--- config.mk ---
export PLATFORM = sky130hd
export DESIGN_NAME = swipe_gesture_recognizer
export DESIGN_NICKNAME = d
export VERILOG_FILES = /design/src/hw/rtl/swg_pkg.sv /design/src/hw/rtl/swg_cfg_regs.sv /design/src/hw/rtl/swg_engine.sv /design/src/hw/rtl/swipe_gesture_recognizer.sv
export SDC_FILE = /design/constraint.sdc
export NUM_CORES = 1
export LEC_CHECK = 0
export BUFFER_PORTS_ARGS = -buffer_cell sky130_fd_sc_hd__buf_2
export CELL_PAD_IN_SITES_DETAIL_PLACEMENT = 0
export CELL_PAD_IN_SITES_GLOBAL_PLACEMENT = 1
export CORE_UTILIZATION = 50
export DETAILED_ROUTE_END_ITERATION = 8
export GPL_ROUTABILITY_DRIVEN = 0
export PLACE_DENSITY_LB_ADDON = 0.3
export SLEW_MARGIN = 20
export SYNTH_ARGS = -nofsm -noshare
export SYNTH_HDL_FRONTEND = slang
export SYNTH_HIERARCHICAL = 1
export SYNTH_SLANG_ARGS = --single-unit
export TNS_END_PERCENT = 5
--- constraint.sdc ---
create_clock -name clk_i -period 10.4 [get_ports clk_i]
set_input_delay 3.12 -clock clk_i [delete_from_list [all_inputs] [get_ports clk_i]]
set_output_delay 3.12 -clock clk_i [all_outputs]
set_load 0.01 [all_outputs]
--- src/hw/rtl/swg_pkg.sv ---
// ----------------------------------------------------------------------------
// swg_pkg
// Types and codes shared by the swipe gesture recognizer and its checker.
// ----------------------------------------------------------------------------
package swg_pkg;

  // pointer event kinds; the fourth code means nothing and changes nothing
  typedef enum logic [1:0] {
    MODE_PRESS   = 2'd0,
    MODE_RELEASE = 2'd1,
    MODE_MOVE    = 2'd2
  } mode_e;

  typedef enum logic [1:0] {
    PH_POSSIBLE = 2'd0,
    PH_BEGAN    = 2'd1,
    PH_ENDED    = 2'd2,
    PH_FAILED   = 2'd3
  } phase_e;

  typedef enum logic [3:0] {
    DIR_NONE      = 4'd0,
    DIR_RIGHT     = 4'd1,
    DIR_LEFT      = 4'd2,
    DIR_UP        = 4'd3,
    DIR_DOWN      = 4'd4,
    DIR_UPRIGHT   = 4'd5,
    DIR_DOWNRIGHT = 4'd6,
    DIR_DOWNLEFT  = 4'd7,
    DIR_UPLEFT    = 4'd8
  } dir_e;

  typedef enum logic [2:0] {
    CFG_ENABLED_DIRECTIONS = 3'd0,
    CFG_START_DISTANCE     = 3'd1,
    CFG_START_WINDOW       = 3'd2,
    CFG_FINISH_DISTANCE    = 3'd3,
    CFG_FINISH_WINDOW      = 3'd4
  } cfg_idx_e;

  localparam int unsigned CfgIdxW  = 3;
  localparam int unsigned CfgDataW = 16;

  localparam logic [7:0]  EnabledDirectionsRst = 8'd255;
  localparam logic [15:0] StartDistanceRst     = 16'd9;
  localparam logic [15:0] StartWindowRst       = 16'd100;
  localparam logic [15:0] FinishDistanceRst    = 16'd70;
  localparam logic [15:0] FinishWindowRst      = 16'd150;

  typedef struct packed {
    logic [1:0]  mode;
    logic [15:0] pos_x;
    logic [15:0] pos_y;
    logic [31:0] now_ms;
  } in_item_t;

  typedef struct packed {
    logic [1:0] gesture_state;
    logic [3:0] direction;
    logic       swipe_done;
    logic       state_written;
  } out_item_t;

  typedef struct packed {
    logic [7:0]  enabled_directions;
    logic [15:0] start_distance;
    logic [15:0] start_window;
    logic [15:0] finish_distance;
    logic [15:0] finish_window;
  } cfg_t;

endpackage

--- src/hw/rtl/swg_cfg_regs.sv ---
// ----------------------------------------------------------------------------
// swg_cfg_regs
// Configuration register file, written through a valid/ready port.
// ----------------------------------------------------------------------------
module swg_cfg_regs (
  input  logic                          clk_i,
  input  logic                          rst_ni,
  input  logic                          cfg_valid_i,
  output logic                          cfg_ready_o,
  input  logic [swg_pkg::CfgIdxW-1:0]   cfg_index_i,
  input  logic [swg_pkg::CfgDataW-1:0]  cfg_data_i,
  output swg_pkg::cfg_t                 cfg_o
);
  import swg_pkg::*;

  cfg_t cfg_q, cfg_d;

  assign cfg_ready_o = 1'b1;

  always_comb begin
    cfg_d = cfg_q;
    if (cfg_valid_i) begin
      case (cfg_index_i)
        CFG_ENABLED_DIRECTIONS: cfg_d.enabled_directions = cfg_data_i[7:0];
        CFG_START_DISTANCE:     cfg_d.start_distance     = cfg_data_i;
        CFG_START_WINDOW:       cfg_d.start_window       = cfg_data_i;
        CFG_FINISH_DISTANCE:    cfg_d.finish_distance    = cfg_data_i;
        CFG_FINISH_WINDOW:      cfg_d.finish_window      = cfg_data_i;
        default:                cfg_d = cfg_q;
      endcase
    end
  end

  always_ff @(posedge clk_i or negedge rst_ni) begin
    if (!rst_ni) begin
      cfg_q.enabled_directions <= EnabledDirectionsRst;
      cfg_q.start_distance     <= StartDistanceRst;
      cfg_q.start_window       <= StartWindowRst;
      cfg_q.finish_distance    <= FinishDistanceRst;
      cfg_q.finish_window      <= FinishWindowRst;
    end else begin
      cfg_q <= cfg_d;
    end
  end

  assign cfg_o = cfg_q;

endmodule

--- src/hw/rtl/swg_engine.sv ---
// ----------------------------------------------------------------------------
// swg_engine
// Gesture state registers and the per-event update logic.
// ----------------------------------------------------------------------------
module swg_engine (
  input  logic               clk_i,
  input  logic               rst_ni,
  input  logic               step_i,
  input  swg_pkg::in_item_t  item_i,
  input  swg_pkg::cfg_t      cfg_i,
  output swg_pkg::out_item_t result_o
);
  import swg_pkg::*;

  logic        pressed_q, pressed_d;
  phase_e      phase_q, phase_d;
  dir_e        dir_q, dir_d;
  logic [15:0] origin_x_q, origin_x_d;
  logic [15:0] origin_y_q, origin_y_d;
  logic [31:0] origin_time_q, origin_time_d;
  logic [31:0] begin_time_q, begin_time_d;

  logic [15:0] dx, dy;
  logic        on_x, on_y;
  dir_e        cls_dir;
  logic [2:0]  dir_bit;
  logic [31:0] start_elapsed, finish_elapsed, begin_ref;
  logic        done, written;

  assign dx = (origin_x_q > item_i.pos_x) ? origin_x_q - item_i.pos_x
                                          : item_i.pos_x - origin_x_q;
  assign dy = (origin_y_q > item_i.pos_y) ? origin_y_q - item_i.pos_y
                                          : item_i.pos_y - origin_y_q;
  assign on_x = dx >= cfg_i.start_distance;
  assign on_y = dy >= cfg_i.start_distance;

  // equal coordinates count as left or up
  always_comb begin
    if (on_x && on_y) begin
      if (origin_x_q < item_i.pos_x) begin
        cls_dir = (origin_y_q < item_i.pos_y) ? DIR_DOWNRIGHT : DIR_UPRIGHT;
      end else begin
        cls_dir = (origin_y_q < item_i.pos_y) ? DIR_DOWNLEFT : DIR_UPLEFT;
      end
    end else if (on_x) begin
      cls_dir = (origin_x_q < item_i.pos_x) ? DIR_RIGHT : DIR_LEFT;
    end else if (on_y) begin
      cls_dir = (origin_y_q < item_i.pos_y) ? DIR_DOWN : DIR_UP;
    end else begin
      cls_dir = DIR_NONE;
    end
  end

  assign dir_bit       = 3'(cls_dir - 4'd1);
  assign start_elapsed = item_i.now_ms - origin_time_q;
  // a swipe that begins on this very event measures from now
  assign begin_ref      = (phase_q == PH_BEGAN) ? begin_time_q : item_i.now_ms;
  assign finish_elapsed = item_i.now_ms - begin_ref;

  always_comb begin
    pressed_d     = pressed_q;
    phase_d       = phase_q;
    dir_d         = dir_q;
    origin_x_d    = origin_x_q;
    origin_y_d    = origin_y_q;
    origin_time_d = origin_time_q;
    begin_time_d  = begin_time_q;
    done          = 1'b0;
    written       = 1'b0;
    case (item_i.mode)
      MODE_PRESS: begin
        dir_d         = DIR_NONE;
        pressed_d     = 1'b1;
        origin_time_d = item_i.now_ms;
        begin_time_d  = '0;
        origin_x_d    = item_i.pos_x;
        origin_y_d    = item_i.pos_y;
      end
      MODE_RELEASE: begin
        pressed_d     = 1'b0;
        phase_d       = PH_POSSIBLE;
        written       = 1'b1;
        origin_time_d = item_i.now_ms;
        begin_time_d  = '0;
        origin_x_d    = '0;
        origin_y_d    = '0;
      end
      MODE_MOVE: begin
        if (pressed_q && phase_q != PH_ENDED) begin
          if (phase_q != PH_BEGAN && (on_x || on_y)) begin
            dir_d = cls_dir;
            if (cfg_i.enabled_directions[dir_bit] &&
                start_elapsed < {16'd0, cfg_i.start_window}) begin
              begin_time_d = item_i.now_ms;
              phase_d      = PH_BEGAN;
              written      = 1'b1;
            end else begin
              origin_x_d    = item_i.pos_x;
              origin_y_d    = item_i.pos_y;
              origin_time_d = item_i.now_ms;
            end
          end
          if (phase_d == PH_BEGAN &&
              (dx >= cfg_i.finish_distance || dy >= cfg_i.finish_distance)) begin
            written = 1'b1;
            if (finish_elapsed > {16'd0, cfg_i.finish_window}) begin
              origin_time_d = item_i.now_ms;
              begin_time_d  = '0;
              origin_x_d    = item_i.pos_x;
              origin_y_d    = item_i.pos_y;
              phase_d       = PH_FAILED;
              dir_d         = DIR_NONE;
            end else begin
              phase_d = PH_ENDED;
              done    = 1'b1;
            end
          end
        end
      end
      default: begin
        done    = 1'b0;
        written = 1'b0;
      end
    endcase
  end

  always_ff @(posedge clk_i or negedge rst_ni) begin
    if (!rst_ni) begin
      pressed_q     <= 1'b0;
      phase_q       <= PH_POSSIBLE;
      dir_q         <= DIR_NONE;
      origin_x_q    <= '0;
      origin_y_q    <= '0;
      origin_time_q <= '0;
      begin_time_q  <= '0;
    end else if (step_i) begin
      pressed_q     <= pressed_d;
      phase_q       <= phase_d;
      dir_q         <= dir_d;
      origin_x_q    <= origin_x_d;
      origin_y_q    <= origin_y_d;
      origin_time_q <= origin_time_d;
      begin_time_q  <= begin_time_d;
    end
  end

  assign result_o.gesture_state = phase_d;
  assign result_o.direction     = dir_d;
  assign result_o.swipe_done    = done;
  assign result_o.state_written = written;

endmodule

--- src/hw/rtl/swipe_gesture_recognizer.sv ---
// ----------------------------------------------------------------------------
// swipe_gesture_recognizer
// Eight-direction swipe recognizer for pointer press, release and move events.
// ----------------------------------------------------------------------------
// Each accepted event produces exactly one result item: it waits in the input
// register, then the gesture update runs in a single pass and lands in the
// output register. One event can be accepted every cycle; the gesture
// state registers are updated in the same cycle the result is captured, so
// consecutive events see each other's effect with no gap. Throughput drops
// only while the output side stalls. Configuration writes are taken every
// cycle and should be made while no event is in flight.
module swipe_gesture_recognizer (
  input  logic                          clk_i,
  input  logic                          rst_ni,
  input  logic                          in_valid_i,
  output logic                          in_ready_o,
  input  swg_pkg::in_item_t             in_data_i,
  output logic                          out_valid_o,
  input  logic                          out_ready_i,
  output swg_pkg::out_item_t            out_data_o,
  input  logic                          cfg_valid_i,
  output logic                          cfg_ready_o,
  input  logic [swg_pkg::CfgIdxW-1:0]   cfg_index_i,
  input  logic [swg_pkg::CfgDataW-1:0]  cfg_data_i
);
  import swg_pkg::*;

  cfg_t      cfg;
  in_item_t  item_q;
  logic      item_valid_q;
  out_item_t result;
  out_item_t out_q;
  logic      out_valid_q;
  logic      step;

  swg_cfg_regs u_cfg (
    .clk_i       (clk_i),
    .rst_ni      (rst_ni),
    .cfg_valid_i (cfg_valid_i),
    .cfg_ready_o (cfg_ready_o),
    .cfg_index_i (cfg_index_i),
    .cfg_data_i  (cfg_data_i),
    .cfg_o       (cfg)
  );

  // the held item moves on when the output register is free or draining
  assign step       = item_valid_q && (!out_valid_q || out_ready_i);
  assign in_ready_o = !item_valid_q || step;

  swg_engine u_engine (
    .clk_i    (clk_i),
    .rst_ni   (rst_ni),
    .step_i   (step),
    .item_i   (item_q),
    .cfg_i    (cfg),
    .result_o (result)
  );

  always_ff @(posedge clk_i or negedge rst_ni) begin
    if (!rst_ni) begin
      item_valid_q <= 1'b0;
      out_valid_q  <= 1'b0;
    end else begin
      if (in_ready_o) begin
        item_valid_q <= in_valid_i;
      end
      if (step) begin
        out_valid_q <= 1'b1;
      end else if (out_ready_i) begin
        out_valid_q <= 1'b0;
      end
    end
  end

  always_ff @(posedge clk_i) begin
    if (in_ready_o && in_valid_i) begin
      item_q <= in_data_i;
    end
    if (step) begin
      out_q <= result;
    end
  end

  assign out_valid_o = out_valid_q;
  assign out_data_o  = out_q;

endmodule

==> results.yml, run 1 <==
critical_path:
  cpMaxStageDelayCell: "or4b_1"
  reg2reg_slack_ps: 1190
  r2r_start: "item_q[50]$_DFFE_PP_"
  arrival_ps: 9650
  cp_num_buf_inv: 2
  worstPathRequired_ps: 10840
  r2r_end: "u_engine/origin_time_q[10]$_DFFE_PN0P_"
  crit_path_max_fanout: 24
  cp_top_family: "compound AO/OA/AOI/OAI gates"
  endpoint_kind: "register"
  setup.worst_path.start_class: "register"
  cp_common_cell: "ha_1"
  worst-r2r-cell-count: 33
  crit_type: "register to register"
  slowest_delay_ps: 570
  critPathLaunch: "item_q[50]$_DFFE_PP_"
grt:
  antenna_found_initial: 0
  grt_usage_pct: 25.2
  met1_usage_pct: 37.1
  met2_usage_pct: 38.6
  grt_pass1_vias: 14638
  grt_first_pass_wirelength_um: 78200
  grt_overflow: 0
  grt_start_max_net_pins: 79
  busiest_layer: "met2"
  use_met3_pct: 3.69
cells_and_area:
  layout_common_cells: "226 x ha_1, 196 x inv_1, 157 x dfrtp_1"
  layout.nets: 2355
  final_util_pct: 56.1
  fillCellCount: 3413
  num_antenna_cells: 0
  areaGrowthSynthToFinish_pct: 10.5
  drive_gt1_share_pct: 13.2
  mostFrequentLayoutCell: "ha_1"
  multi_input_area_um2: 11500
  fin_cells: 2567
  regArea_um2: 6680
floorplanning:
  die_w_um: 198
  fp.coreArea_um2: 37700
  row_count: 71
  ioPinCount: 101
  initial_core_util_pct: 50.8
  die-area_um2: 39100
  die_h_um: 198
pwr:
  p_switching_mw: 2.91
  switching_share_pct: 45.2
  power_density_nw_per_um2: 304
  p_int_mw: 3.52
  p_clk_share_pct: 16.4
  irDropWorstVdd_uv: 154
  p_leak_nw: 9.93
  combPwrFrac_pct: 62.0
  seq_power_share_pct: 21.6
min_path:
  hold_depth: 1
  hold_end: "u_cfg/cfg_o[42]$_DFFE_PN0P_"
  hold_path.class: "register to register"
  hold_start: "u_cfg/cfg_o[42]$_DFFE_PN0P_"
timing:
  slew_headroom_pct: 30.4
  min_period_ps: 9210
  setup_viol: 0
  slew_violations: 0
  finClkSkew_ps: 9.55
  holdWs_ps: 489
  max_freq_mhz: 109
  tns_ps: 0
  tightest_slew_ps: 1040
  setup_ws_ps: 1190
  finalCritPeriodShare_pct: 88.5
  hold_violations: 0
  rsz0062_at_grt: "false"
cts:
  cts.sinks: 251
  post_cts_resized: 0
  cts_buffers: 29
  path_clk_slew_ps: 60
  clock_latency_ps: 570
  cts_tree: "built"
  ctsHtreeMaxLevel: 1
  root_buffer: "clkbuf_16"
  postCtsSetupRepairBufs: 0
  clk_path_buf_depth: 3
  hold_buffers: 0
synthesis:
  synth_cells: 1960
  ys_seq_area_share_pct: 34.9
  syn_area_um2: 19100
  yosysUniqueCellTypes: 96
  ys_ff_latch: 251
  post_synth.cell_area_avg_um2: 9.77
  ys_async_sr_fraction_pct: 70.5
  synth_edf_count: 74
  ys_warn_count: 6
  syn_nets: 2282
  dominantRegCellSynth: "dfrtp_1"
detailed_routing:
  drc: 0
  ant_nets: 0
  dr_total_vias: 15097
  viasPerCell: 5.88
  wl_per_cell_um: 19.3
  drtIter0Drc: 965
  first_pass_iters: 7
  routed_wl_um: 49400
outcome:
  status: "finished, final reports clean"
job:
  cap_violations: 0
place:
  dp_hpwl_um: 37900
  dp.cells: 2510
  portBuffers: 99
  post-place-ws_ps: 1500
[through the flow]
| step | power [mW] | cell area, um^2 |
|---|---|---|
| finish | 6.43 | 21100 |
| global route | 6.94 | 21100 |
| CTS | 6.40 | 21100 |
| detailed placement | 5.29 | 20100 |
| global placement | 5.19 | 20100 |
| floorplan | 4.30 | 19100 |
[registers in the layout, summed over array words and instances (netlist names)]
| name | cells |
|---|---|
| item_q | 66 |
| u_engine/pressed_q | 1 |
| u_engine/phase_q | 2 |
| out_data_o | 8 |
| u_cfg/cfg_o | 72 |
| item_valid_q | 1 |
| out_valid_o | 1 |
| u_engine/dir_q | 4 |
| u_engine/origin_time_q | 32 |
| u_engine/begin_time_q | 32 |
| u_engine/origin_y_q | 16 |
| u_engine/origin_x_q | 16 |
[power by group through the flow]
stage	logic (mW)	clock network (mW)	registers, mW
3_5_place_dp	3.88	0	1.41
4_1_cts	3.92	1.09	1.39
3_3_place_gp	3.80	0	1.39
6_report	3.98	1.06	1.39
5_1_grt	4.41	1.12	1.42
2_1_floorplan	2.94	0	1.36
[cell type report]
type | instances | area share [%]
Clock buffer | 45 | 4.36
Clock inverter | 9 | 0.367
Inverter | 197 | 3.50
Multi-Input combinational cell | 1441 | 54.2
Sequential cell | 251 | 31.6
Tap cell | 511 | 3.02
Timing Repair Buffer | 113 | 3.01
[synthesized netlist by cell type (16+ instances only)]
cell       instances  area [um^2]
nand3_1           30          150
xor2_1            24          210
dfrtp_1          157         3930
nor2b_1           16          100
mux2_2            59          664
buf_2             18         90.1
edfxtp_1          74         2220
dfstp_2           20          526
inv_1            196          736
nand2b_1          27          169
xnor2_1           40          350
a21oi_1          144          721
nand2_1           96          360
o21bai_1          19          143
o21ai_0           74          370
o2bb2ai_1         32          280
nor3_1            27          135
nand4_1           31          194
mux2_1            54          608
o21a_1            22          165
ha_1             226         2830
a22o_1            32          280
a21o_1            76          571
clkbuf_1          38          143
nor2_1           102          383
mux2i_1           55          551
a31oi_1           16          100
a211oi_1          25          188
[worst max path at each step]
stage | end | cells past startpoint
after floorplan | u_engine/origin_time_q[22]$_DFFE_PN0P_ | 31
after global placement | u_engine/origin_time_q[10]$_DFFE_PN0P_ | 33
after detailed placement | u_engine/origin_time_q[10]$_DFFE_PN0P_ | 33
after CTS | u_engine/origin_time_q[10]$_DFFE_PN0P_ | 33
after global routing | u_engine/origin_time_q[10]$_DFFE_PN0P_ | 35
final | u_engine/origin_time_q[10]$_DFFE_PN0P_ | 33
[kinds of logic (layout without fill, tap and decap cells)]
group | after synthesis | count (layout) | synth area share (%)
compound gates | 561 | 561 | 20.3
xor+xnor | 64 | 64 | 2.93
other cells | 1 | 1 | 0.0196
mux | 168 | 168 | 9.52
simple gates | 415 | 415 | 11.2
flops | 251 | 251 | 34.9
buf+inv | 268 | 364 | 5.67
fa+ha+maj | 232 | 232 | 15.4
[layer usage]
| layer | routed length (um) | vias up |
|---|---|---|
| li1 | - | 7315 |
| met1 | 24400 | 7321 |
| met2 | 21300 | 401 |
| met3 | 2630 | 60 |
| met4 | 1110 | 0 |
| met5 | 0 | - |
(Power assumes the default switching activity.)
==> run 2: changes to the inputs <==
--- a/config.mk
+++ b/config.mk
@@ -8,7 +8,7 @@
 export BUFFER_PORTS_ARGS = -buffer_cell sky130_fd_sc_hd__buf_2
 export CELL_PAD_IN_SITES_DETAIL_PLACEMENT = 0
 export CELL_PAD_IN_SITES_GLOBAL_PLACEMENT = 1
-export CORE_UTILIZATION = 50
+export CORE_UTILIZATION = 35
 export DETAILED_ROUTE_END_ITERATION = 8
 export GPL_ROUTABILITY_DRIVEN = 0
 export PLACE_DENSITY_LB_ADDON = 0.3
==> run 2 against run 1 <==
  * Global-route usage down 5.8 points
  * Die area up 42%
  * Count of clock-buffer cells in the layout grew 12
  * Design area is 1.8% higher
  * Clock skew grew 9.9 ps
  * Worst setup slack improved by 39 ps
  * Via count is 0.21% higher
  * Critical endpoint is now u_engine/origin_time_q[14]$_DFFE_PN0P_
==> results.yml, run 2 (synthesized netlist as in run 1, its figures left out) <==
critical_path:
  r2r_start: "item_q[48]$_DFFE_PP_"
  slowest_delay_ps: 730
  setup.worst_path.start_class: "register"
  critPathLaunch: "item_q[48]$_DFFE_PP_"
  crit_path_max_fanout: 22
  cpMaxStageDelayCell: "a21oi_2"
  reg2reg_slack_ps: 1230
  cp_top_family: "compound AO/OA/AOI/OAI gates"
  r2r_end: "u_engine/origin_time_q[14]$_DFFE_PN0P_"
  arrival_ps: 9590
  worstPathRequired_ps: 10830
  worst-r2r-cell-count: 33
  endpoint_kind: "register"
  crit_cells: 33
  crit_type: "register to register"
  cp-endpoint: "u_engine/origin_time_q[14]$_DFFE_PN0P_"
  cp_num_buf_inv: 1
detailed_routing:
  wl_per_cell_um: 19.5
  dr_total_vias: 15128
  ant_nets: 0
  viasPerCell: 5.47
  drtIter0Drc: 757
  drc: 0
  first_pass_iters: 6
  routed_wl_um: 53900
timing:
  finClkSkew_ps: 19.4
  slew_headroom_pct: 32.6
  finalCritPeriodShare_pct: 88.1
  min_period_ps: 9170
  hold_violations: 0
  slew_violations: 0
  tightest_slew_ps: 1010
  max_freq_mhz: 109
  setup_ws_ps: 1230
  tns_ps: 0
  rsz0062_at_grt: "false"
  holdWs_ps: 483
  setup_viol: 0
cts:
  cts_tree: "built"
  root_buffer: "clkbuf_16"
  post_cts_resized: 0
  cts_buffers: 35
  hold_buffers: 0
  cts.sinks: 251
  clk_path_buf_depth: 3
  path_clk_slew_ps: 50
  clock_latency_ps: 550
  ctsHtreeMaxLevel: 2
  postCtsSetupRepairBufs: 0
cells_and_area:
  drive_gt1_share_pct: 13.4
  design_area_um2: 21500
  largest_reg_flops: 72
  layout.nets: 2364
  num_antenna_cells: 0
  areaGrowthSynthToFinish_pct: 12.5
  layout_common_cells: "226 x ha_1, 196 x inv_1, 157 x dfrtp_1"
  mostFrequentLayoutCell: "ha_1"
  fillCellCount: 5335
  final_util_pct: 39.9
  fin_cells: 2764
grt:
  grt_overflow: 0
  grt_usage_pct: 19.4
  grt_first_pass_wirelength_um: 85300
  grt_pass1_vias: 15133
  antenna_found_initial: 0
  grt_start_max_net_pins: 92
pwr:
  p_switching_mw: 2.93
  p_leak_nw: 10.0
  seq_power_share_pct: 21.1
  p_int_mw: 3.63
  combPwrFrac_pct: 60.4
  power.total_mw: 6.57
  power_density_nw_per_um2: 305
  p_clk_share_pct: 18.4
  switching_share_pct: 44.7
  irDropWorstVdd_uv: 216
place:
  portBuffers: 99
  dp_hpwl_um: 41600
  dp.cells: 2701
  dpl_cell_area_um2: 20400
  post-place-ws_ps: 1330
floorplanning:
  ioPinCount: 101
  row_count: 85
  fp.coreArea_um2: 53900
  die_h_um: 236
  die-area_um2: 55600
  initial_core_util_pct: 35.5
  die_w_um: 236
job:
  cap_violations: 0
outcome:
  status: "finished, final reports clean"
min_path:
  hold_path.class: "register to register"
==> run 2: cell count changes in the layout (fill, tap and decap cells not counted) <==
cell,before,now
clkbuf_1,7,12
buf_16,1,0
inv_2,1,0
clkbuf_16,33,39
buf_4,11,17
inv_6,2,0
clkinv_1,0,1
clkinv_2,6,4
buf_6,2,0
clkbuf_8,6,7
inv_4,0,1
==> run 2: worst min-delay path by stage <==
stage	end	start	cells past startpoint	slack (ps)
finish	u_cfg/cfg_o[39]$_DFFE_PN0P_	u_cfg/cfg_o[39]$_DFFE_PN0P_	1	480
global route	u_cfg/cfg_o[52]$_DFFE_PN0P_	u_cfg/cfg_o[52]$_DFFE_PN0P_	1	490
CTS	u_cfg/cfg_o[39]$_DFFE_PN0P_	u_cfg/cfg_o[39]$_DFFE_PN0P_	1	490
detailed placement	u_cfg/cfg_o[39]$_DFFE_PN0P_	u_cfg/cfg_o[39]$_DFFE_PN0P_	1	470
global placement	u_cfg/cfg_o[56]$_DFFE_PN0P_	u_cfg/cfg_o[56]$_DFFE_PN0P_	1	470
floorplan	u_cfg/cfg_o[12]$_DFFE_PN0P_	u_cfg/cfg_o[12]$_DFFE_PN0P_	1	460
==> run 2: final cells by class <==
cell class,instances,area (um^2),share of cell area (%)
Clock buffer,57,1100,5.13
Clock inverter,6,56.3,0.262
Inverter,197,739,3.43
Multi-Input combinational cell,1441,11500,53.2
Sequential cell,251,6680,31.0
Tap cell,696,871,4.04
Timing Repair Buffer,116,632,2.93
==> run 2: power by group through the flow <==
stage | Clock (mW) | Sequential, mW | Combinational, mW
after floorplan | 0 | 1.36 | 2.94
after global placement | 0 | 1.39 | 3.85
after detailed placement | 0 | 1.40 | 3.91
after CTS | 1.26 | 1.39 | 3.94
after global routing | 1.29 | 1.42 | 4.41
final | 1.21 | 1.39 | 3.97
==> run 2: metal layers <==
| layer | global-route usage [%] | up-vias | routed length (um) |
|---|---|---|---|
| met3 | 2.81 | 71 | 2240 |
| met2 | 30.6 | 308 | 24000 |
| li1 | - | 7360 | - |
| met5 | 0 | - | 0 |
| met4 | 6.20 | 0 | 1430 |
| met1 | 27.3 | 7389 | 26300 |
==> run 3: changes to the inputs <==
--- a/config.mk
+++ b/config.mk
@@ -8,10 +8,13 @@
 export BUFFER_PORTS_ARGS = -buffer_cell sky130_fd_sc_hd__buf_2
 export CELL_PAD_IN_SITES_DETAIL_PLACEMENT = 0
 export CELL_PAD_IN_SITES_GLOBAL_PLACEMENT = 1
+export CORE_MARGIN = 3
 export CORE_UTILIZATION = 35
 export DETAILED_ROUTE_END_ITERATION = 8
 export GPL_ROUTABILITY_DRIVEN = 0
+export HOLD_SLACK_MARGIN = 0.02
 export PLACE_DENSITY_LB_ADDON = 0.3
+export SKIP_CTS_REPAIR_TIMING = 1
 export SLEW_MARGIN = 20
 export SYNTH_ARGS = -nofsm -noshare
 export SYNTH_HDL_FRONTEND = slang
==> run 3 against run 2 <==
  * Sequential power about the same
  * First-iteration DRC count is 24% higher
  * Routed wire length shrank 1.4%
  * Die area grew 3.4%
  * Critical path depth is 1 lower
  * Power down 0.23%
  * Design area barely moved
  * Non-clock buffer count is 2 lower
  * Critical endpoint is now out_data_o[5]$_DFFE_PP_
  * Highest routed layer unchanged
==> results.yml, run 3 (synthesized netlist as in run 1, its figures left out) <==
outcome:
  status: "finished, final reports clean"
critical_path:
  cp_num_buf_inv: 0
  endpoint_kind: "register"
  crit_path_max_fanout: 20
  r2r_end: "out_data_o[5]$_DFFE_PP_"
  cpMaxStageDelayCell: "a21oi_2"
  cp_top_family: "compound AO/OA/AOI/OAI gates"
  slowest_delay_ps: 900
  worstPathRequired_ps: 10660
  arrival_ps: 9500
  crit_type: "register to register"
  worst-r2r-cell-count: 32
  reg2reg_slack_ps: 1170
  setup.worst_path.start_class: "register"
  r2r_start: "item_q[48]$_DFFE_PP_"
timing:
  tns_ps: 0
  setup_viol: 0
  tightest_slew_ps: 1080
  max_freq_mhz: 108
  finalCritPeriodShare_pct: 88.8
  min_period_ps: 9230
  slew_violations: 0
  slew_headroom_pct: 27.7
  setup_ws_ps: 1170
  rsz0062_at_grt: "false"
  hold_violations: 0
  holdWs_ps: 483
  finClkSkew_ps: 16.2
cts:
  cts.sinks: 251
  root_buffer: "clkbuf_16"
  cts_tree: "built"
  path_clk_slew_ps: 60
  clock_latency_ps: 550
  cts_buffers: 35
  ctsHtreeMaxLevel: 2
  clk_path_buf_depth: 3
detailed_routing:
  wl_met2_um: 24000
  drtIter0Drc: 937
  routed_wl_um: 53100
  met3_length_um: 1910
  dr.max_layer_used: "met4"
  wl_met1_um: 26100
  viasPerCell: 5.48
  drc: 0
  dr_total_vias: 15131
  wl_per_cell_um: 19.2
  first_pass_iters: 5
  ant_nets: 0
cells_and_area:
  fin_cells: 2763
  layout_common_cells: "226 x ha_1, 196 x inv_1, 157 x dfrtp_1"
  multi_input_area_um2: 11500
  regArea_um2: 6680
  fillCellCount: 5278
  areaGrowthSynthToFinish_pct: 12.6
  largest_reg_flops: 72
  layout.nets: 2362
  drive_gt1_share_pct: 13.6
  mostFrequentLayoutCell: "ha_1"
place:
  dp_hpwl_um: 41300
  dp.cells: 2698
  portBuffers: 99
  post-place-ws_ps: 1310
floorplanning:
  row_count: 85
  ioPinCount: 101
  die_w_um: 240
  fp.coreArea_um2: 53900
  die_h_um: 240
  die-area_um2: 57500
  initial_core_util_pct: 35.5
grt:
  grt_first_pass_wirelength_um: 85100
  antenna_found_initial: 0
  grt_start_max_net_pins: 82
  grt_pass1_vias: 15033
  grt_overflow: 0
  grt_usage_pct: 18.6
min_path:
  hold_start: "u_cfg/cfg_o[56]$_DFFE_PN0P_"
  hold_end: "u_cfg/cfg_o[56]$_DFFE_PN0P_"
  hold_path.class: "register to register"
  hold_depth: 1
pwr:
  irDropWorstVdd_uv: 163
  power.total_mw: 6.55
  power_density_nw_per_um2: 304
  p_leak_nw: 10.0
job:
  cap_violations: 0
-- run 3: cell types whose count changed in the layout (fill, tap and decap cells not counted) --
cell        change
bufinv_16       -1
inv_6           +1
inv_4           +1
clkbuf_16       +2
diode_2         +1
clkbuf_8        -1
buf_4           -3
clkinv_2        -1
clkinvlp_4      +4
clkinv_4        +2
clkbuf_1        -6
-- run 3: worst max-delay path by stage --
stage,startpoint,to,slack (ps),cells after the start
after floorplan,item_q[41]$_DFFE_PP_,u_engine/origin_time_q[22]$_DFFE_PN0P_,2700,31
after global placement,item_q[32]$_DFFE_PP_,out_data_o[4]$_DFFE_PP_,1440,32
after detailed placement,item_q[48]$_DFFE_PP_,out_data_o[5]$_DFFE_PP_,1310,32
after CTS,item_q[48]$_DFFE_PP_,out_data_o[5]$_DFFE_PP_,1260,32
after global routing,item_q[48]$_DFFE_PP_,out_data_o[4]$_DFFE_PP_,310,32
final,item_q[48]$_DFFE_PP_,out_data_o[5]$_DFFE_PP_,1170,32
-- run 3: where the power goes --
| part | switching, mW | internal (mW) | total, mW |
|---|---|---|---|
| clock | 0.479 | 0.742 | 1.22 |
| sequential | 0.135 | 1.25 | 1.39 |
| combinational | 2.32 | 1.63 | 3.95 |
| total | 2.93 | 3.62 | 6.55 |
-- run 3: metal layers --
| layer | vias to the layer above | global-route usage (%) |
|---|---|---|
| li1 | 7370 | - |
| met1 | 7422 | 26.5 |
| met2 | 275 | 29.9 |
| met3 | 64 | 2.27 |
| met4 | 0 | 5.08 |
| met5 | - | 0 |
-- run 3: metrics by stage --
step	utilization, %	area, um^2
global placement	37.7	20300
floorplan	-	19100
CTS	39.9	21500
global route	40.0	21500
finish	40.0	21600
detailed placement	37.7	20300
-- run 3: layout make-up --
class	instances	share of cell area (%)
multi-input cells	1441	53.1
flip-flops and latches	251	31.0
clock buffers	51	5.12
well taps	696	4.04
inverters	197	3.43
repair buffers	114	2.89
clock inverters	12	0.389
diodes	1	0.0116
